==> src/hw/rtl/jhsp_pkg.sv <==
// Package for the JPEG header segment parser: phase codes, marker codes,
// record kinds, status codes and the zigzag table. No dependencies.
`timescale 1ns / 1ps
package jhsp_pkg;

  typedef enum logic [3:0] {
    PH_MAGIC0    = 4'd0,
    PH_MAGIC1    = 4'd1,
    PH_GROUP     = 4'd2,
    PH_SKIP      = 4'd3,
    PH_SOF       = 4'd4,
    PH_DQT_INFO  = 4'd5,
    PH_DQT_HI    = 4'd6,
    PH_DQT_LO    = 4'd7,
    PH_DHT_INFO  = 4'd8,
    PH_DHT_COUNT = 4'd9,
    PH_DHT_SYM   = 4'd10,
    PH_SOS       = 4'd11,
    PH_DRI       = 4'd12,
    PH_DRAIN     = 4'd13,
    PH_DONE      = 4'd14
  } phase_e;

  typedef enum logic [2:0] {
    RK_QUANT    = 3'd0,
    RK_DC_COUNT = 3'd1,
    RK_DC_SYM   = 3'd2,
    RK_AC_COUNT = 3'd3,
    RK_AC_SYM   = 3'd4,
    RK_FRAME    = 3'd5,
    RK_SCAN     = 3'd6,
    RK_DONE     = 3'd7
  } rec_kind_e;

  localparam logic [1:0] ST_OK         = 2'd0;
  localparam logic [1:0] ST_BAD_MAGIC  = 2'd1;
  localparam logic [1:0] ST_NO_FRAME   = 2'd2;
  localparam logic [1:0] ST_INCOMPLETE = 2'd3;

  localparam logic [7:0] MK_SOF0 = 8'hC0;
  localparam logic [7:0] MK_SOF1 = 8'hC1;
  localparam logic [7:0] MK_DHT  = 8'hC4;
  localparam logic [7:0] MK_SOS  = 8'hDA;
  localparam logic [7:0] MK_DQT  = 8'hDB;
  localparam logic [7:0] MK_DRI  = 8'hDD;

  localparam int unsigned OK_SOF = 0;
  localparam int unsigned OK_DHT = 1;
  localparam int unsigned OK_SOS = 2;
  localparam int unsigned OK_DQT = 3;
  localparam int unsigned OK_DRI = 4;

  localparam logic [11:0] MAX_SYMBOLS = 12'd162;
  localparam logic [7:0]  SCAN_SE     = 8'd63;

  localparam logic [0:0] REG_HDR_ONLY = 1'b0;

  function automatic logic [7:0] zz_natural(input logic [5:0] k);
    logic [7:0] r;
    unique case (k)
      6'd0: r = 8'd0;   6'd1: r = 8'd1;   6'd2: r = 8'd8;   6'd3: r = 8'd16;
      6'd4: r = 8'd9;   6'd5: r = 8'd2;   6'd6: r = 8'd3;   6'd7: r = 8'd10;
      6'd8: r = 8'd17;  6'd9: r = 8'd24;  6'd10: r = 8'd32; 6'd11: r = 8'd25;
      6'd12: r = 8'd18; 6'd13: r = 8'd11; 6'd14: r = 8'd4;  6'd15: r = 8'd5;
      6'd16: r = 8'd12; 6'd17: r = 8'd19; 6'd18: r = 8'd26; 6'd19: r = 8'd33;
      6'd20: r = 8'd40; 6'd21: r = 8'd48; 6'd22: r = 8'd41; 6'd23: r = 8'd34;
      6'd24: r = 8'd27; 6'd25: r = 8'd20; 6'd26: r = 8'd13; 6'd27: r = 8'd6;
      6'd28: r = 8'd7;  6'd29: r = 8'd14; 6'd30: r = 8'd21; 6'd31: r = 8'd28;
      6'd32: r = 8'd35; 6'd33: r = 8'd42; 6'd34: r = 8'd49; 6'd35: r = 8'd56;
      6'd36: r = 8'd57; 6'd37: r = 8'd50; 6'd38: r = 8'd43; 6'd39: r = 8'd36;
      6'd40: r = 8'd29; 6'd41: r = 8'd22; 6'd42: r = 8'd15; 6'd43: r = 8'd23;
      6'd44: r = 8'd30; 6'd45: r = 8'd37; 6'd46: r = 8'd44; 6'd47: r = 8'd51;
      6'd48: r = 8'd58; 6'd49: r = 8'd59; 6'd50: r = 8'd52; 6'd51: r = 8'd45;
      6'd52: r = 8'd38; 6'd53: r = 8'd31; 6'd54: r = 8'd39; 6'd55: r = 8'd46;
      6'd56: r = 8'd53; 6'd57: r = 8'd60; 6'd58: r = 8'd61; 6'd59: r = 8'd54;
      6'd60: r = 8'd47; 6'd61: r = 8'd55; 6'd62: r = 8'd62; default: r = 8'd63;
    endcase
    return r;
  endfunction

endpackage

==> src/hw/rtl/jpeg_header_segment_parser_unit.sv <==
// JPEG header segment parser top level: byte-wise marker segment parsing,
// record generation and the APB register. Depends on jhsp_pkg.
//
//   channel | direction | handshake          | payload
//   in      | sink      | in_valid_i/stall_o | data_byte_i, stream_end_i
//   out     | source    | out_valid_o/stall_i| record_kind_o .. frame_type_o
//   cfg     | sink      | APB psel/penable   | header_info_only (addr 0)
//
// One byte per cycle while in_stall_o is low; the parse state is updated in the accept
// cycle and the record lands in the output register.
// A full output register stalls the input only while the sink stalls.
// After reset the block expects FF D8; after the done record it drops bytes.
`timescale 1ns / 1ps
module jpeg_header_segment_parser_unit #(
  parameter int unsigned COMPONENT_SLOTS = 6
) (
  input  logic        clk_i,
  input  logic        rst_ni,
  input  logic        in_valid_i,
  output logic        in_stall_o,
  input  logic [7:0]  data_byte_i,
  input  logic        stream_end_i,
  output logic        out_valid_o,
  input  logic        out_stall_i,
  output logic [2:0]  record_kind_o,
  output logic [2:0]  table_id_o,
  output logic [7:0]  entry_index_o,
  output logic [15:0] entry_value_o,
  output logic [1:0]  status_o,
  output logic [15:0] image_width_o,
  output logic [15:0] image_height_o,
  output logic [7:0]  sample_precision_o,
  output logic [7:0]  component_count_o,
  output logic [15:0] restart_interval_o,
  output logic [7:0]  frame_type_o,
  input  logic        psel,
  input  logic        penable,
  input  logic        pwrite,
  input  logic [1:0]  paddr,
  input  logic [31:0] pwdata,
  output logic [31:0] prdata,
  output logic        pready
);
  import jhsp_pkg::*;

  localparam int unsigned SW = COMPONENT_SLOTS;

  logic hdr_only_q;
  phase_e ph_q, ph_d;
  logic [1:0] gpos_q, gpos_d;
  logic [7:0] mk_q, mk_d;
  logic [15:0] rem_q, rem_d, off_q, off_d;
  logic [4:0] okf_q, okf_d;
  logic fail_q, fail_d;
  logic [7:0] fcc_q, fcc_d;
  logic zb_q, zb_d;
  logic [SW-1:0] fseen_q, fseen_d, sseen_q, sseen_d;
  logic [7:0] sct_q, sct_d, tib_q, tib_d, sub_q, sub_d, hb_q, hb_d;
  logic [11:0] symt_q, symt_d;
  logic [15:0] w_q, w_d, h_q, h_d, rst_q, rst_d;
  logic [7:0] prec_q, prec_d, ft_q, ft_d;

  logic acc, fin, badm, rec_on, seg_end;
  logic [2:0] rk, rt;
  logic [7:0] ri;
  logic [15:0] rv;
  logic [1:0] st;

  logic ov_q;
  logic [2:0] ork_q, ot_q;
  logic [7:0] oi_q, op_q, oc_q, of_q;
  logic [15:0] ov16_q, ow_q, oh_q, orr_q;
  logic [1:0] os_q;

  assign pready = 1'b1;
  assign prdata = (paddr == {REG_HDR_ONLY, 1'b0}) ? {31'd0, hdr_only_q} : 32'd0;

  always_ff @(posedge clk_i or negedge rst_ni) begin
    if (!rst_ni) begin
      hdr_only_q <= 1'b0;
    end else if (psel && penable && pwrite && paddr == {REG_HDR_ONLY, 1'b0}) begin
      hdr_only_q <= pwdata[0];
    end
  end

  assign in_stall_o = ov_q && out_stall_i;
  assign acc = in_valid_i && !in_stall_o;

  // slot id, offset and length helpers
  logic [8:0] fid, sid;
  logic [17:0] k3;
  logic [16:0] n2;
  logic [16:0] kk;
  logic fin_seg;
  logic [15:0] len;
  logic [1:0] kmod;

  always_comb begin
    ph_d = ph_q; gpos_d = gpos_q; mk_d = mk_q; rem_d = rem_q; off_d = off_q;
    okf_d = okf_q; fail_d = fail_q; fcc_d = fcc_q; zb_d = zb_q;
    fseen_d = fseen_q; sseen_d = sseen_q; sct_d = sct_q; tib_d = tib_q;
    sub_d = sub_q; hb_d = hb_q; symt_d = symt_q; w_d = w_q; h_d = h_q;
    rst_d = rst_q; prec_d = prec_q; ft_d = ft_q;
    fin = 1'b0; badm = 1'b0; rec_on = 1'b0; seg_end = 1'b0;
    rk = RK_QUANT; rt = 3'd0; ri = 8'd0; rv = 16'd0;
    fid = 9'd0; sid = 9'd0; k3 = 18'd0; n2 = 17'd0; kk = 17'd0;
    fin_seg = 1'b0; len = 16'd0; kmod = 2'd0;
    unique case (ph_q)
      PH_DONE: ;
      PH_MAGIC0: begin
        if (data_byte_i == 8'hFF) ph_d = PH_MAGIC1;
        else begin fin = 1'b1; badm = 1'b1; end
      end
      PH_MAGIC1: begin
        if (data_byte_i == 8'hD8) ph_d = PH_GROUP;
        else begin fin = 1'b1; badm = 1'b1; end
      end
      PH_GROUP: begin
        gpos_d = gpos_q + 2'd1;
        unique case (gpos_q)
          2'd0: hb_d = data_byte_i;
          2'd1: mk_d = data_byte_i;
          2'd2: rem_d = {data_byte_i, 8'd0};
          default: begin
            len = rem_q | {8'd0, data_byte_i};
            rem_d = 16'd0;
            if (hb_q == 8'hFF) begin
              rem_d = (len < 16'd2) ? 16'd0 : len - 16'd2;
              off_d = 16'd0;
              fail_d = 1'b0;
              if (mk_q == MK_SOF0 || mk_q == MK_SOF1) begin
                ph_d = PH_SOF;
                sub_d = 8'd0;
                if (fcc_q != 8'd0) begin fail_d = 1'b1; ph_d = PH_DRAIN; end
                else ft_d = mk_q;
              end else if (mk_q == MK_DQT) ph_d = PH_DQT_INFO;
              else if (mk_q == MK_DHT) ph_d = hdr_only_q ? PH_SKIP : PH_DHT_INFO;
              else if (mk_q == MK_SOS) begin
                ph_d = PH_SOS; sseen_d = '0; sct_d = 8'd0;
                if (fcc_q == 8'd0) begin fail_d = 1'b1; ph_d = PH_DRAIN; end
              end else if (mk_q == MK_DRI) ph_d = PH_DRI;
              else ph_d = PH_SKIP;
              if (rem_d == 16'd0) seg_end = 1'b1;
            end
          end
        endcase
      end
      default: begin
        unique case (ph_q)
          PH_SOF: begin
            unique case (off_q)
              16'd0: prec_d = data_byte_i;
              16'd1: hb_d = data_byte_i;
              16'd2: h_d = {hb_q, data_byte_i};
              16'd3: hb_d = data_byte_i;
              16'd4: w_d = {hb_q, data_byte_i};
              16'd5: fcc_d = data_byte_i;
              default: begin
                kk = {1'b0, off_q} - 17'd6;
                // group counter: position within a 3-byte component
                kmod = sub_q[1:0];
                if ({1'b0, kk} < 18'd3 * {10'd0, fcc_q}) begin
                  unique case (kmod)
                    2'd0: begin
                      fid = {1'b0, data_byte_i} + {8'd0, (data_byte_i == 8'd0) | zb_q};
                      if (data_byte_i == 8'd0) zb_d = 1'b1;
                      if (fid == 9'd0 || fid > 9'(SW) || fseen_q[fid[2:0] - 3'd1]) begin
                        fail_d = 1'b1; ph_d = PH_DRAIN;
                      end else begin
                        fseen_d[fid[2:0] - 3'd1] = 1'b1;
                        tib_d = {5'd0, fid[2:0] - 3'd1};
                      end
                    end
                    2'd1: hb_d = data_byte_i;
                    default: begin
                      rec_on = 1'b1; rk = RK_FRAME; rt = tib_q[2:0];
                      rv = {hb_q, data_byte_i};
                      if (data_byte_i > 8'd3) begin fail_d = 1'b1; ph_d = PH_DRAIN; end
                    end
                  endcase
                end
                sub_d = (kmod == 2'd2) ? 8'd0 : sub_q + 8'd1;
              end
            endcase
          end
          PH_SOS: begin
            n2 = {8'd0, sct_q, 1'b0};
            if (off_q == 16'd0) sct_d = data_byte_i;
            else if ({1'b0, off_q} <= n2) begin
              if (off_q[0]) begin
                sid = {1'b0, data_byte_i} + {8'd0, zb_q};
                if (sid == 9'd0 || sid > {1'b0, fcc_q} || sid > 9'(SW) ||
                    sseen_q[sid[2:0] - 3'd1]) begin
                  fail_d = 1'b1; ph_d = PH_DRAIN;
                end else begin
                  sseen_d[sid[2:0] - 3'd1] = 1'b1;
                  tib_d = {5'd0, sid[2:0] - 3'd1};
                end
              end else begin
                rec_on = 1'b1; rk = RK_SCAN; rt = tib_q[2:0];
                rv = {8'd0, data_byte_i};
                if (data_byte_i[7:4] > 4'd3 || data_byte_i[3:0] > 4'd3) begin
                  fail_d = 1'b1; ph_d = PH_DRAIN;
                end
              end
            end else begin
              kk = {1'b0, off_q} - n2;
              if (!((kk == 17'd1 && data_byte_i == 8'd0) ||
                    (kk == 17'd2 && data_byte_i == SCAN_SE) ||
                    (kk == 17'd3 && data_byte_i == 8'd0))) begin
                fail_d = 1'b1; ph_d = PH_DRAIN;
              end
            end
          end
          PH_DRI: begin
            if (off_q == 16'd0) hb_d = data_byte_i;
            else if (off_q == 16'd1) rst_d = {hb_q, data_byte_i};
          end
          PH_DQT_INFO: begin
            tib_d = data_byte_i;
            if (data_byte_i[3:0] > 4'd3) begin fail_d = 1'b1; ph_d = PH_DRAIN; end
            else begin
              sub_d = 8'd0;
              ph_d = (data_byte_i[7:4] != 4'd0) ? PH_DQT_HI : PH_DQT_LO;
            end
          end
          PH_DQT_HI: begin hb_d = data_byte_i; ph_d = PH_DQT_LO; end
          PH_DQT_LO: begin
            rec_on = 1'b1; rk = RK_QUANT; rt = tib_q[2:0];
            ri = zz_natural(sub_q[5:0]);
            rv = (tib_q[7:4] != 4'd0) ? {hb_q, data_byte_i} : {8'd0, data_byte_i};
            sub_d = sub_q + 8'd1;
            if (sub_d >= 8'd64) ph_d = PH_DQT_INFO;
            else ph_d = (tib_q[7:4] != 4'd0) ? PH_DQT_HI : PH_DQT_LO;
          end
          PH_DHT_INFO: begin
            tib_d = data_byte_i;
            if (data_byte_i[3:0] > 4'd3 || data_byte_i[7:4] > 4'd1) begin
              fail_d = 1'b1; ph_d = PH_DRAIN;
            end else begin
              sub_d = 8'd0; symt_d = 12'd0; ph_d = PH_DHT_COUNT;
            end
          end
          PH_DHT_COUNT: begin
            symt_d = symt_q + {4'd0, data_byte_i};
            rec_on = 1'b1; rk = (tib_q[7:4] != 4'd0) ? RK_AC_COUNT : RK_DC_COUNT;
            rt = tib_q[2:0]; ri = sub_q + 8'd1; rv = {4'd0, symt_d};
            sub_d = sub_q + 8'd1;
            if (sub_d >= 8'd16) begin
              sub_d = 8'd0;
              if (symt_d > MAX_SYMBOLS) begin fail_d = 1'b1; ph_d = PH_DRAIN; end
              else ph_d = (symt_d == 12'd0) ? PH_DHT_INFO : PH_DHT_SYM;
            end
          end
          PH_DHT_SYM: begin
            rec_on = 1'b1; rk = (tib_q[7:4] != 4'd0) ? RK_AC_SYM : RK_DC_SYM;
            rt = tib_q[2:0]; ri = sub_q; rv = {8'd0, data_byte_i};
            sub_d = sub_q + 8'd1;
            if ({4'd0, sub_d} >= symt_q) ph_d = PH_DHT_INFO;
          end
          default: ;
        endcase
        off_d = off_q + 16'd1;
        rem_d = rem_q - 16'd1;
        if (rem_d == 16'd0) seg_end = 1'b1;
      end
    endcase

    // segment close, evaluated on the updated state
    if (seg_end) begin
      if (ph_d != PH_SKIP) begin
        if (mk_q == MK_SOF0 || mk_q == MK_SOF1) begin
          k3 = 18'd6 + 18'd3 * {10'd0, fcc_d};
          okf_d[OK_SOF] = !fail_d && off_d >= 16'd6 && {2'd0, off_d} >= k3 &&
                          prec_d >= 8'd1 && prec_d <= 8'd16 && fcc_d >= 8'd1 &&
                          fcc_d <= 8'(SW) && h_d != 16'd0 && w_d != 16'd0;
        end else if (mk_q == MK_DQT) okf_d[OK_DQT] = !fail_d && ph_d == PH_DQT_INFO;
        else if (mk_q == MK_DHT) okf_d[OK_DHT] = !fail_d && ph_d == PH_DHT_INFO;
        else if (mk_q == MK_SOS) begin
          okf_d[OK_SOS] = !fail_d && off_d >= 16'd1 &&
                          {1'b0, off_d} == 17'd4 + {8'd0, sct_d, 1'b0};
          fin_seg = 1'b1;
        end else if (mk_q == MK_DRI) okf_d[OK_DRI] = !fail_d && off_d >= 16'd2;
      end
      ph_d = PH_GROUP;
    end
    if (fin_seg) fin = 1'b1;
    if (stream_end_i && ph_q != PH_DONE) fin = 1'b1;

    if (ph_q == PH_MAGIC0 || ph_q == PH_MAGIC1) begin
      if (ph_d == PH_MAGIC0 || ph_d == PH_MAGIC1) badm = badm | fin;
    end
    if (badm) st = ST_BAD_MAGIC;
    else if (!okf_d[OK_SOF]) st = ST_NO_FRAME;
    else if (hdr_only_q) st = ST_OK;
    else if (!(okf_d[OK_DHT] && okf_d[OK_SOS] && okf_d[OK_DQT] && okf_d[OK_DRI]))
      st = ST_INCOMPLETE;
    else st = ST_OK;
    if (fin) ph_d = PH_DONE;
  end

  always_ff @(posedge clk_i or negedge rst_ni) begin
    if (!rst_ni) begin
      ph_q <= PH_MAGIC0; gpos_q <= 2'd0; mk_q <= 8'd0; rem_q <= 16'd0;
      off_q <= 16'd0; okf_q <= 5'd0; fail_q <= 1'b0; fcc_q <= 8'd0; zb_q <= 1'b0;
      fseen_q <= '0; sseen_q <= '0; sct_q <= 8'd0; tib_q <= 8'd0; sub_q <= 8'd0;
      hb_q <= 8'd0; symt_q <= 12'd0; w_q <= 16'd0; h_q <= 16'd0;
      rst_q <= 16'd0; prec_q <= 8'd0; ft_q <= 8'd0;
    end else if (acc) begin
      ph_q <= ph_d; gpos_q <= gpos_d; mk_q <= mk_d; rem_q <= rem_d;
      off_q <= off_d; okf_q <= okf_d; fail_q <= fail_d; fcc_q <= fcc_d; zb_q <= zb_d;
      fseen_q <= fseen_d; sseen_q <= sseen_d; sct_q <= sct_d; tib_q <= tib_d;
      sub_q <= (ph_q == PH_SOF && ph_d != PH_SOF) ? 8'd0 : sub_d;
      hb_q <= hb_d; symt_q <= symt_d; w_q <= w_d; h_q <= h_d;
      rst_q <= rst_d; prec_q <= prec_d; ft_q <= ft_d;
    end
  end

  // output register
  always_ff @(posedge clk_i or negedge rst_ni) begin
    if (!rst_ni) begin
      ov_q <= 1'b0;
    end else if (!(ov_q && out_stall_i)) begin
      ov_q <= acc && ph_q != PH_DONE && (fin || rec_on);
    end
  end

  always_ff @(posedge clk_i) begin
    if (!(ov_q && out_stall_i)) begin
      if (fin) begin
        ork_q <= RK_DONE; ot_q <= 3'd0; oi_q <= 8'd0; ov16_q <= 16'd0;
        os_q <= st; ow_q <= w_d; oh_q <= h_d; op_q <= prec_d; oc_q <= fcc_d;
        orr_q <= rst_d; of_q <= ft_d;
      end else begin
        ork_q <= rk; ot_q <= rt; oi_q <= ri; ov16_q <= rv;
        os_q <= 2'd0; ow_q <= 16'd0; oh_q <= 16'd0; op_q <= 8'd0; oc_q <= 8'd0;
        orr_q <= 16'd0; of_q <= 8'd0;
      end
    end
  end

  assign out_valid_o = ov_q;
  assign record_kind_o = ork_q;
  assign table_id_o = ot_q;
  assign entry_index_o = oi_q;
  assign entry_value_o = ov16_q;
  assign status_o = os_q;
  assign image_width_o = ow_q;
  assign image_height_o = oh_q;
  assign sample_precision_o = op_q;
  assign component_count_o = oc_q;
  assign restart_interval_o = orr_q;
  assign frame_type_o = of_q;

  a_done_stops: assert property (@(posedge clk_i) disable iff (!rst_ni)
    (ph_q == PH_DONE) |=> (ph_q == PH_DONE)) else $error("left done phase");
  a_done_kind: assert property (@(posedge clk_i) disable iff (!rst_ni)
    (ph_q == PH_DONE && !ov_q) |=> !out_valid_o) else $error("record after done");
  a_no_loss: assert property (@(posedge clk_i) disable iff (!rst_ni)
    (out_valid_o && out_stall_i) |-> in_stall_o) else $error("input taken while full");
  a_status_zero: assert property (@(posedge clk_i) disable iff (!rst_ni)
    (out_valid_o && record_kind_o != RK_DONE) |-> (status_o == ST_OK))
    else $error("status on non-done record");
endmodule
==> config.mk <==
export PLATFORM = sky130hd
export DESIGN_NAME = jpeg_header_segment_parser_unit
export DESIGN_NICKNAME = d
export VERILOG_FILES = /design/src/hw/rtl/jhsp_pkg.sv /design/src/hw/rtl/jpeg_header_segment_parser_unit.sv
export SDC_FILE = /design/constraint.sdc
export NUM_CORES = 1
export LEC_CHECK = 0
export BUFFER_PORTS_ARGS = -buffer_cell sky130_fd_sc_hd__buf_2
export CAP_MARGIN = 20
export CORE_MARGIN = 1
export CORE_UTILIZATION = 34
export DETAILED_ROUTE_END_ITERATION = 7
export GPL_TIMING_DRIVEN = 1
export SETUP_SLACK_MARGIN = 0.3
export SLEW_MARGIN = 20
export SYNTH_ARGS = -nofsm -noshare
export SYNTH_HDL_FRONTEND = slang
export SYNTH_SLANG_ARGS = --single-unit
==> constraint.sdc <==
create_clock -name clk_i -period 12.8 [get_ports clk_i]
set_clock_uncertainty 0.2 [all_clocks]
set_input_delay 1.28 -clock clk_i [delete_from_list [all_inputs] [get_ports clk_i]]
set_output_delay 1.28 -clock clk_i [all_outputs]
set_load 0.03 [all_outputs]
Word-level counts from Yosys, hierarchy flattened
Memory sizes are Yosys's and may differ from the RTL's.
Cells that the tools add are included.
- register bits after elaboration: 287
- memory bits (read-only): 384
- memories: 1
- memory list (name ; depth ; width ; rd ports ; clocked after Yosys merged registers in ; write ports ; line ; source):
    (name not given) ; 64 ; 6 ; 1 ; 0 ; 0 ; jhsp_pkg.sv:60 ; unique case (k)
- add/subtract/negate cells: 14
- $mul: 2
- $lt $le $gt $ge: 26
- eq/ne operators: 71
- multiplexer cells: 217
- bitwise operators: 10
- reductions and logical operators: 93
- operator list (kind ; number):
    $mux W8 ; 43
    $mux W16 ; 18
    $mux W4 ; 27
    $pmux W16 S2 ; 3
    $pmux W16 S5 ; 1
    $eq A8 B8 Y1 const B ; 9
    $pmux W8 S3 ; 3
    $mux W6 ; 11
    $pmux W8 S2 ; 4
    $mux W1 ; 62
    $mux W3 ; 17
    $logic_not A16 Y1 ; 3
    $pmux W8 S5 ; 1
    $eq A17 B2 Y1 const B ; 2
    $eq A16 B2 Y1 const B ; 2
    $eq A16 B3 Y1 const B ; 2
    $pmux W4 S8 ; 1
    $reduce_bool A16 Y1 ; 2
    $logic_and A1 B1 Y1 ; 30
    $ne A2 B2 Y1 const B ; 15
    $eq A4 B4 Y1 const B ; 7
    $pmux W12 S2 ; 1
    $eq A4 B3 Y1 const B ; 5
    $mul A2 B8 Y10 const A ; 2
    89 further kinds ; 162

Longest topological paths before layout
- depth after elaboration: 32
- depth in mapped cells: 26

Least setup slack after synthesis
Ideal clock, no wire load.
- path kind: input to register
- start point: input data_byte_i[6]
- end point: register ork_q[2] (netlist: record_kind_o[2]) (data pin)
- arrival time: 5840 ps
- required time: 12335 ps
- setup slack: 6495 ps
- stages on the path: 19
- path through: buf_2 > or4_1 > nor3_1 > or2_2 > ha_1 > clkbuf_1 > inv_1 > ha_1 > xnor3_1 > and4_1 > nor4_1 > a311oi_2 > or3b_4 > or3_1 > o21ai_2 > o21a_1 > buf_4 > inv_2 > or3_1
- word-level cells in the longest chain between the ends: 18
- elaborated cells between the ends (all ways): 72
- classes of those cells: 5 x add/sub; 8 x order compare; 4 x eq/ne; 35 x mux; 2 x bitwise; 18 x reduce/logical
- ends and longest elaborated chain (item ; line ; source):
    start: declaration ; jpeg_header_segment_parser_unit.sv:21 ; input logic [7:0] data_byte_i,
    $logic_not A8 Y1 ; jpeg_header_segment_parser_unit.sv:165, jpeg_header_segment_parser_unit.sv:208, jpeg_header_segment_parser_unit.sv:210 ;
    $or A1 B1 Y1 ; jpeg_header_segment_parser_unit.sv:165 ; fid = {1'b0, data_byte_i} + {8'd0, (data_byte_i == 8'd0) | zb_q};
    $add A8 B1 Y9 ; jpeg_header_segment_parser_unit.sv:165 ;
    $sub A3 B1 Y3 ; jpeg_header_segment_parser_unit.sv:167 ; if (fid == 9'd0 || fid > 9'(SW) || fseen_q[fid[2:0] - 3'd1]) begin
    $bmux W1 S3 ; jpeg_header_segment_parser_unit.sv:167 ;
    $mux W1 (not written as such) ; jpeg_header_segment_parser_unit.sv:167 ;
    $logic_or A1 B1 Y1 ; jpeg_header_segment_parser_unit.sv:167 ;
    $mux W4 ; jpeg_header_segment_parser_unit.sv:167 ;
    [2 not listed] ; - ;
    $mux W4 ; jpeg_header_segment_parser_unit.sv:151 ; unique case (off_q)
    $pmux W4 S8 ; jpeg_header_segment_parser_unit.sv:149 ; unique case (ph_q)
    $pmux W4 S4 ; jpeg_header_segment_parser_unit.sv:108 ; unique case (ph_q)
    $ne A4 B2 Y1 ; jpeg_header_segment_parser_unit.sv:271 ; if (ph_d != PH_SKIP) begin
    $mux W1 ; jpeg_header_segment_parser_unit.sv:271 ;
    $mux W1 ; jpeg_header_segment_parser_unit.sv:270 ; if (seg_end) begin
    $mux W1 * ; jpeg_header_segment_parser_unit.sv:287 ; if (fin_seg) fin = 1'b1;
    $mux W1 * ; jpeg_header_segment_parser_unit.sv:288 ; if (stream_end_i && ph_q != PH_DONE) fin = 1'b1;
    end signal: assignment ; jpeg_header_segment_parser_unit.sv:335 ; ork_q <= rk; ot_q <= rt; oi_q <= ri; ov16_q <= rv;
    end: declaration ; jpeg_header_segment_parser_unit.sv:70 ; logic [2:0] ork_q, ot_q;
Mark *: on every way between the ends. The rest lies on a longest branch, timed or not. The select of a mux whose other input is x is not followed.
A chain may end at the register's enable or synchronous reset.

Worst setup path after layout
- start point: input data_byte_i[4]
- end point: register ov16_q[1] (netlist: entry_value_o[1]) (data pin)
- word-level cells in the longest chain between the ends: 19
- elaborated cells between the ends (all ways): 73
- classes of those cells: 5 x add/sub; 8 x order compare; 4 x eq/ne; 35 x mux; 2 x bitwise; 19 x reduce/logical
- ends and longest elaborated chain (item ; line ; source):
    $logic_not A8 Y1 ; jpeg_header_segment_parser_unit.sv:165, jpeg_header_segment_parser_unit.sv:208, jpeg_header_segment_parser_unit.sv:210 ;
    $or A1 B1 Y1 ; jpeg_header_segment_parser_unit.sv:165 ;
    $add A8 B1 Y9 ; jpeg_header_segment_parser_unit.sv:165 ;
    $sub A3 B1 Y3 ; jpeg_header_segment_parser_unit.sv:167 ;
    $bmux W1 S3 ; jpeg_header_segment_parser_unit.sv:167 ;
    $mux W1 (not written as such) ; jpeg_header_segment_parser_unit.sv:167 ;
    $logic_or A1 B1 Y1 ; jpeg_header_segment_parser_unit.sv:167 ;
    $mux W4 ; jpeg_header_segment_parser_unit.sv:167 ;
    [3 not listed] ; - ;
    $pmux W4 S8 ; jpeg_header_segment_parser_unit.sv:149 ;
    $pmux W4 S4 ; jpeg_header_segment_parser_unit.sv:108 ;
    $ne A4 B2 Y1 ; jpeg_header_segment_parser_unit.sv:271 ;
    $mux W1 ; jpeg_header_segment_parser_unit.sv:271 ;
    $mux W1 ; jpeg_header_segment_parser_unit.sv:270 ;
    $mux W1 * ; jpeg_header_segment_parser_unit.sv:287 ;
    $mux W1 * ; jpeg_header_segment_parser_unit.sv:288 ;
    $reduce_or A5 Y1 (no line) * ; - ;
    end signal: assignment ; jpeg_header_segment_parser_unit.sv:335 ;
    end: declaration ; jpeg_header_segment_parser_unit.sv:72 ; logic [15:0] ov16_q, ow_q, oh_q, orr_q;
Marks and branches as above.

==> impl_metrics.json <==
{
  "status": "finished, final reports clean",
  "critPathLaunchType": "input pin",
  "vias": 17400,
  "dp_cells": 3001,
  "fin_ws_ns": 5.10,
  "wl_per_cell_um": 20.3,
  "synth_area_um2": 20000,
  "dieArea_um2": 59900,
  "endpoint": "entry_value_o[1]",
  "rr_endpoint": "entry_value_o[1]",
  "fillerInstances": 5795,
  "ctsResizeCount": 0,
  "end_kind": "flip-flop",
  "worstHoldPathType": "flip-flop to flip-flop",
  "r2r-start": "fcc_q[2]",
  "synth_edf_count": 104,
  "setup_viol_count_final": 0,
  "drv_cap": 0,
  "nNetsFinal": 2450,
  "root_buffer": "clkbuf_16",
  "fin_crit_ns": 7.70,
  "routed_via_density": 5.69,
  "syn_area_per_cell_um2": 9.01,
  "postPlaceCellArea_um2": 21200,
  "stdcell_area_um2": 22300,
  "async_flop_share_pct": 63.6,
  "rsz0062_at_grt": "no",
  "cp.depth": 20,
  "total_power_mw": 3.53,
  "cts_tree": "done",
  "grt_pass1_vias": 16600,
  "grt_usage_pct": 20.6,
  "yosys-top-cells-count": "243 x nand2_1, 206 x nor2_1, 182 x dfrtp_1",
  "hpwl_mm": 43.7,
  "fp.dieH_um": 245,
  "area_growth_pct": 11.1,
  "ys_types": 95,
  "crit_family": "simple AND/OR/NAND/NOR gates",
  "rrSetupSlack_ns": 6.34,
  "drt_iter0_markers": 1561,
  "cp_num_buf_inv": 5,
  "htreeDepth": 2,
  "pre_cts_ws_ns": 4.54,
  "post-cts-setup-buffer-count": 0,
  "crit_path_cell_trace": "buf_2, buf_4, or4_1, nor3_1, buf_4, or2_2, ha_1, inv_1, ha_1, xnor3_1, and4_1, nor4_1, a311oi_2, or3b_4, or3_1, o21ai_2, o21a_2, buf_4, nand2_1, a21oi_1",
  "ys.flop_type": "dfrtp_1",
  "postSynthCellCount": 2224,
  "row_count": 88,
  "drtPass1Iterations": 7,
  "cts_buffers": 35,
  "fin_tns_setup_ns": 0,
  "required_ns": 13.00,
  "synth_top_area_share_pct": 22.7,
  "yosysTopAreaCell": "dfrtp_1",
  "cts_buffer_depth": 3,
  "diodes": 0,
  "io_buffer_count": 125,
  "io_pins": 189,
  "clock.fmax_ghz": 0.130,
  "slowest_delay_ns": 0.66,
  "startpoint": "data_byte_i[4]",
  "slew_headroom_pct": 40.1,
  "worst_pin_slew_ns": 0.890,
  "grt_overflow": 0,
  "fin_crit_sh_pct": 60.2,
  "critPathKind": "input pin to flip-flop",
  "cts_sinks": 286,
  "final_cells": 3064,
  "die_w_um": 245,
  "antenna_found_initial": 1,
  "initial_utilization_pct": 34.6,
  "grt_max_degree": 93,
  "slew_viol_final": 0,
  "fp.coreArea_um2": 57900,
  "cellLeakagePower_nw": 9.67,
  "clock_latency_ns": 0.56,
  "drc": 0,
  "cp_data_arrival_time_ns": 7.91,
  "drt_wl_total_mm": 62.3,
  "grt_pass1_wl_mm": 97.3,
  "clk_pin_slew_ns": 0.06,
  "cp_slowest_cell": "or4_1",
  "peakVddDrop_v": 0.0000820,
  "hold_viol_final": 0,
  "antenna_left": 0,
  "reg2reg_depth": 21,
  "synth-seq-cells": 286,
  "globalplace.congestion": 0.938,
  "yosysWarnings": 0,
  "synth-seq-area-share_pct": 38.3,
  "hp-start": "ft_q[7]",
  "hold_buffers": 0,
  "synthTopCellsByArea": "dfrtp_1 23%, edfxtp_1 16%, ha_1 7.7%, mux2_2 4.6%, nand2_1 4.6%",
  "critPathMaxFanout": 63,
  "layout-drive-gt1-share_pct": 15.0,
  "yosysMostFrequentCell": "nand2_1",
  "power.density_nw_per_um2": 159,
  "crit_top_cell": "buf_4"
}
layout make-up:
class	count	area [µm²]	area share (%)
Multi-Input combinational cell	1697	11300	50.7
Clock buffer	44	950	4.27
Sequential cell	286	7680	34.5
Inverter	98	368	1.65
Tap cell	765	957	4.30
Timing Repair Buffer	155	857	3.85
Clock inverter	19	155	0.697
through the flow:
step	hold WS, ns	utilization, %
floorplan	0.225	-
detailed placement	0.257	36.5
global route	0.295	38.4
finish	0.266	38.4
global placement	0.249	36.5
CTS	0.269	38.4
layout by cell type (no fill, tap or decap), drive strengths merged, types with 83 or more instances in the layout:
master / Yosys / routed
o21ai: 134 / 134
mux2: 83 / 83
inv: 98 / 103
nor2: 206 / 206
a21oi: 137 / 137
dfrtp: 182 / 182
edfxtp: 104 / 104
ha: 123 / 123
nand2: 243 / 243
buf: 74 / 154
logic make-up (layout without fill, tap and decap cells):
logic type	after synthesis	after routing	synth area share [%]
other cells	2	32	0.0375
simple gates	828	828	20.8
compound gates	490	490	15.5
buf+inv	271	316	6.00
mux	142	142	7.88
xor+xnor	78	78	3.48
fa+ha+maj	127	127	8.08
flops	286	286	38.3
sequential cells by signal (all words and copies together) (netlist names), 12 cells and up:
signal,count
entry_value_o,16
image_width_o,16
restart_interval_o,16
symt_q,12
off_q,16
w_q,16
rst_q,16
image_height_o,16
rem_q,16
h_q,16
per-layer routing:
metal / wire length [µm] / up-vias / global-route usage, % / share of wire (%)
met1: 26700 / 8586 / 27.6 / 43
met5: 0 / - / 0 / 0
li1: - / 8073 / - / -
met4: 1960 / 0 / 7.13 / 3.1
met3: 4410 / 106 / 3.05 / 7.1
met2: 29200 / 668 / 33.7 / 47
where the power goes:
part / internal, mW / switching (mW)
sequential: 1.07 / 0.205
combinational: 0.448 / 0.830
clock: 0.554 / 0.426
total: 2.07 / 1.46
worst min-delay path by stage:
stage / endpoint / slack [ns] / cells past startpoint
5_1_grt: sct_q[4] / 0.30 / 2
6_report: ft_q[7] / 0.27 / 1
3_5_place_dp: fseen_q[4] / 0.26 / 2
4_1_cts: fseen_q[4] / 0.27 / 2
2_1_floorplan: fseen_q[5] / 0.22 / 2
3_3_place_gp: ft_q[6] / 0.25 / 1
No activity file was read; power rests on OpenSTA's default activity.
